$ cat src/rtl/core/brs_div.sv
// Restoring divider of the scaler, one quotient bit per cycle.
// Depends on nothing.
module brs_div #(
	parameter int NW = 24,
	parameter int DW = 10
) (
	input  logic          clk,
	input  logic          arst_n,
	input  logic          start,
	input  logic [NW-1:0] num,
	input  logic [DW-1:0] den,
	output logic          done,
	output logic [NW-1:0] quot
);
	localparam int CNT_W = $clog2(NW + 1);

	logic [NW-1:0] work_q;
	logic [DW-1:0] rem_q;
	logic [DW-1:0] den_q;
	logic [CNT_W-1:0] cnt_q;
	logic busy_q;
	logic done_q;
	logic [DW:0] rem_sh;
	logic [DW:0] rem_sub;
	logic fits;

	always_comb begin
		rem_sh = {rem_q, work_q[NW-1]};
		fits = rem_sh >= {1'b0, den_q};
		rem_sub = rem_sh - {1'b0, den_q};
	end

	always_ff @(posedge clk or negedge arst_n) begin
		if (!arst_n) begin
			busy_q <= 1'b0;
			done_q <= 1'b0;
			cnt_q <= '0;
		end else begin
			done_q <= 1'b0;
			if (start) begin
				busy_q <= 1'b1;
				cnt_q <= CNT_W'(NW);
			end else if (busy_q) begin
				cnt_q <= cnt_q - 1'b1;
				if (cnt_q == CNT_W'(1)) begin
					busy_q <= 1'b0;
					done_q <= 1'b1;
				end
			end
		end
	end

	always_ff @(posedge clk) begin
		if (start) begin
			work_q <= num;
			den_q <= den;
			rem_q <= '0;
		end else if (busy_q) begin
			rem_q <= fits ? rem_sub[DW-1:0] : rem_sh[DW-1:0];
			work_q <= {work_q[NW-2:0], fits};
		end
	end

	assign done = done_q;
	assign quot = work_q;
endmodule

$ cat config.mk
export PLATFORM = sky130hd
export DESIGN_NAME = brs_div
export DESIGN_NICKNAME = d
export VERILOG_FILES = /design/src/rtl/core/brs_div.sv
export SDC_FILE = /design/constraint.sdc
export NUM_CORES = 1
export LEC_CHECK = 0
export BUFFER_PORTS_ARGS = -buffer_cell sky130_fd_sc_hd__buf_2
export CAP_MARGIN = 40
export CELL_PAD_IN_SITES_DETAIL_PLACEMENT = 1
export CELL_PAD_IN_SITES_GLOBAL_PLACEMENT = 1
export CORE_MARGIN = 2
export CORE_UTILIZATION = 35
export DETAILED_ROUTE_END_ITERATION = 7
export GPL_TIMING_DRIVEN = 0
export PLACE_DENSITY_LB_ADDON = 0.1
export SETUP_SLACK_MARGIN = 0.1
export SLEW_MARGIN = 10
export SYNTH_ARGS = -nofsm -noshare
export SYNTH_HDL_FRONTEND = slang
export SYNTH_SLANG_ARGS = --single-unit
export TNS_END_PERCENT = 30
$ cat constraint.sdc
create_clock -name clk -period 3 [get_ports clk]
set_input_delay 0.3 -clock clk [delete_from_list [all_inputs] [get_ports clk]]
set_output_delay 0.3 -clock clk [all_outputs]
set_load 0.05 [all_outputs]
==> impl_results.md <==
* Row count at 31
* Max-cap viol count at 0
* Die Width at 90.42 um
* Worst slew margin at 63.42%
* Final HPWL from detailed placement at 4298 um
* Dpl ws at 0.5895 ns
* Drt drc at 0
* Initial drt markers at 64
* Crit. End Element: flop
* Cell area after synthesis at 2614 um2
* Avg Vias per Cell at 4.867
* Clock-pin slew on the worst setup and hold paths at 0.10 ns
* Power density over the cells at 686.5 nW/um2
* Largest net degree at the start of global routing at 17
* WL final at 5707 um
* Syn Nets at 256
* DR vias at 1830
* Max stage delay on crit path at 0.42 ns
* Crit Path Class: reg2reg
* CP startpoint kind: flop
* Min Clock Period, post-route at 2.371 ns
* Crit path cell chain: inv_1, ha_1, o211ai_2, a21oi_2, o41ai_2, a41oi_2, buf_6, mux2_2
* Critical Path AT at 2.43 ns
* CTS tree: built
* DP Cell Count at 367
* Post_cts resized at 0
* Yosys warnings at 0
* Data required time at the worst endpoint at 3.06 ns
* CP Buf/Inv Count at 2
* Detailed Routing Iterations Pass 1 at 4
* Root Driver: clkbuf_8
* Syn avg cell area at 12.69 um2
* Initial antenna violation count at 0
* Clk_lat worst skew at 0.30 ns
* Clock skew at 0.007499 ns
* Post-route antenna net violation count at 0
* Setup ws final at 0.6293 ns
* Die height at 90.42 um
* Wirelength per Cell at 15.18 um
* Layout area overhead at 21.11%
* CP max-delay cell: o41ai_2
* Peak VDD IR at 0.2648 mV
* Number of port buffers at 61
* Post-CTS setup buffers at 0
* Core box area at 7253 um2
* Setup violations, final at 0
* Htree depth at 2
* Total track usage at 14.61%
* Overflow after GRT at 0
* Vias in the first global route at 1880
* GPL Wtd Cong at 0.7288
* IO Pins at 62
* CP Max Fanout at 10
* Largest delay share family, worst path: compound AO/OA/AOI/OAI gates
* Tcrit/Tclk final at 79.02%
* RSZ-0062 raised after global routing: no
* Fin cells at 376
* Status: complete, no violations
* Die ar. at 8175 um2
* First-pass GRT wire length at 9494 um
* Worst-Margin Slew at 0.5487 ns
* Fillcell total at 820
* Share of layout cells above drive strength 1 at 39.71%
* Ant. Diodes at 0
* # clock sinks at 51
* WHS at 0.1618 ns
* Post-synthesis sequential element count at 51
* Max Root-Sink Buffers at 2
* Starting Density at 36.04%
* Nets at 326
* Final hold violation count at 0
* Leak at 1.360 nW
* TritonCTS buffer count at 5
* Hold Path Class: in2reg
* Post-CTS Hold Fix Bufs at 1
* FMAX at 421.8 MHz
* Gate Count Post-Synth at 206
* Post-synth cell types at 45
* Sequential fraction of the synthesis area at 53.42%
* Final max-slew violation count at 0
* Final setup TNS at 0 ns
cells in the mapped netlist, drive strengths merged:
library cell	n	area [um2]
nor3b	1	7.510
nand2b	5	31.28
dfxtp	10	200.2
a21oi	5	28.78
dfrtp	7	175.2
o311a	1	11.26
a41oi	1	16.27
nor4bb	1	10.01
inv	17	63.81
buf	5	41.29
nor3	4	20.02
clkbuf	2	27.53
mux2i	5	50.05
o41ai	2	25.03
or3	2	13.77
or4b	1	10.01
o21ai	4	20.02
xor2	4	35.03
edfxtp	34	1021
xnor2	6	52.55
or2	1	6.260
a31o	1	8.760
ha	12	150.1
nor4b	1	8.760
mux2	25	285.3
a21o	3	22.52
a31oi	1	6.260
o311ai	1	8.760
or2b	1	8.760
o211ai	1	12.51
a211oi	8	70.06
nand2	10	37.54
a311oi	1	8.760
nor2	17	63.81
nand4	2	12.51
and2	2	13.77
a2111oi	1	8.760
fa	1	20.02
final timing paths:
kind / start / endpoint / slack (ns) / cells after the start
worst max register to register: den_q[2]$_DFFE_PP_ / quot[0]$_DFFE_PP_ / 0.63 / 8
min in group asynchronous: arst_n / cnt_q[2]$_DFFE_PN0P_ / 0.36 / 2
max in group asynchronous: arst_n / cnt_q[1]$_DFFE_PN0P_ / 2.48 / 2
worst min register to register: rem_q[9]$_SDFFE_PP0P_ / rem_q[9]$_SDFFE_PP0P_ / 0.49 / 2
worst min-delay path: den[7] / den_q[7]$_DFFE_PP_ / 0.16 / 1
worst max-delay path: den_q[2]$_DFFE_PP_ / quot[0]$_DFFE_PP_ / 0.63 / 8
logic make-up after synthesis:
logic type	share of synthesized area, %
buf+inv	5.074
fa+ha+maj	6.510
compound gates	9.479
flops	53.42
mux	12.83
simple gates	9.336
xor+xnor	3.351
stage by stage:
step / power (mW) / utilization, % / cell area, um2
after CTS: 2.210 / 43.64 / 3166
after floorplan: 1.598 / - / 2614
after detailed placement: 1.802 / 42.33 / 3070
final: 2.173 / 43.64 / 3166
after global routing: 2.323 / 43.64 / 3166
after global placement: 1.786 / 41.95 / 3043
report_power, final:
part	internal (mW)	switching, mW
clock	0.164	0.232
sequential	0.874	0.0788
combinational	0.337	0.488
total	1.37	0.798
final cells by class:
type	count	area (um2)	area share, %
tap	99	123.9	3.913
clock buffer	6	72.57	2.292
timing repair buffer	63	342.8	10.83
clock inverter	2	12.51	0.3953
sequential	51	1396	44.11
buffer	7	68.82	2.174
multi-input combinational	131	1085	34.27
inverter	17	63.81	2.016
sequential cells by signal (all words and copies together), names as in the netlist:
name	flops
quot	24
den_q	10
rem_q	10
cnt_q	5
busy_q	1
done	1
per-layer routing:
layer | global-route usage (%) | wire, um | vias to the layer above
li1 | - | - | 891
met1 | 19.41 | 2656 | 891
met2 | 23.31 | 2698 | 42
met3 | 4.424 | 291 | 6
met4 | 3.846 | 60 | 0
met5 | 0 | 0 | -
cell usage in the layout, fill, tap and decap left out, drive strengths merged, types with 8 or more instances in the layout:
cell type | Yosys | layout
dfxtp | 10 | 10
mux2 | 25 | 25
inv | 17 | 17
ha | 12 | 12
a211oi | 8 | 8
nor2 | 17 | 17
buf | 5 | 67
clkbuf | 2 | 8
edfxtp | 34 | 34
nand2 | 10 | 10
Power figures use the tool's default switching activity.
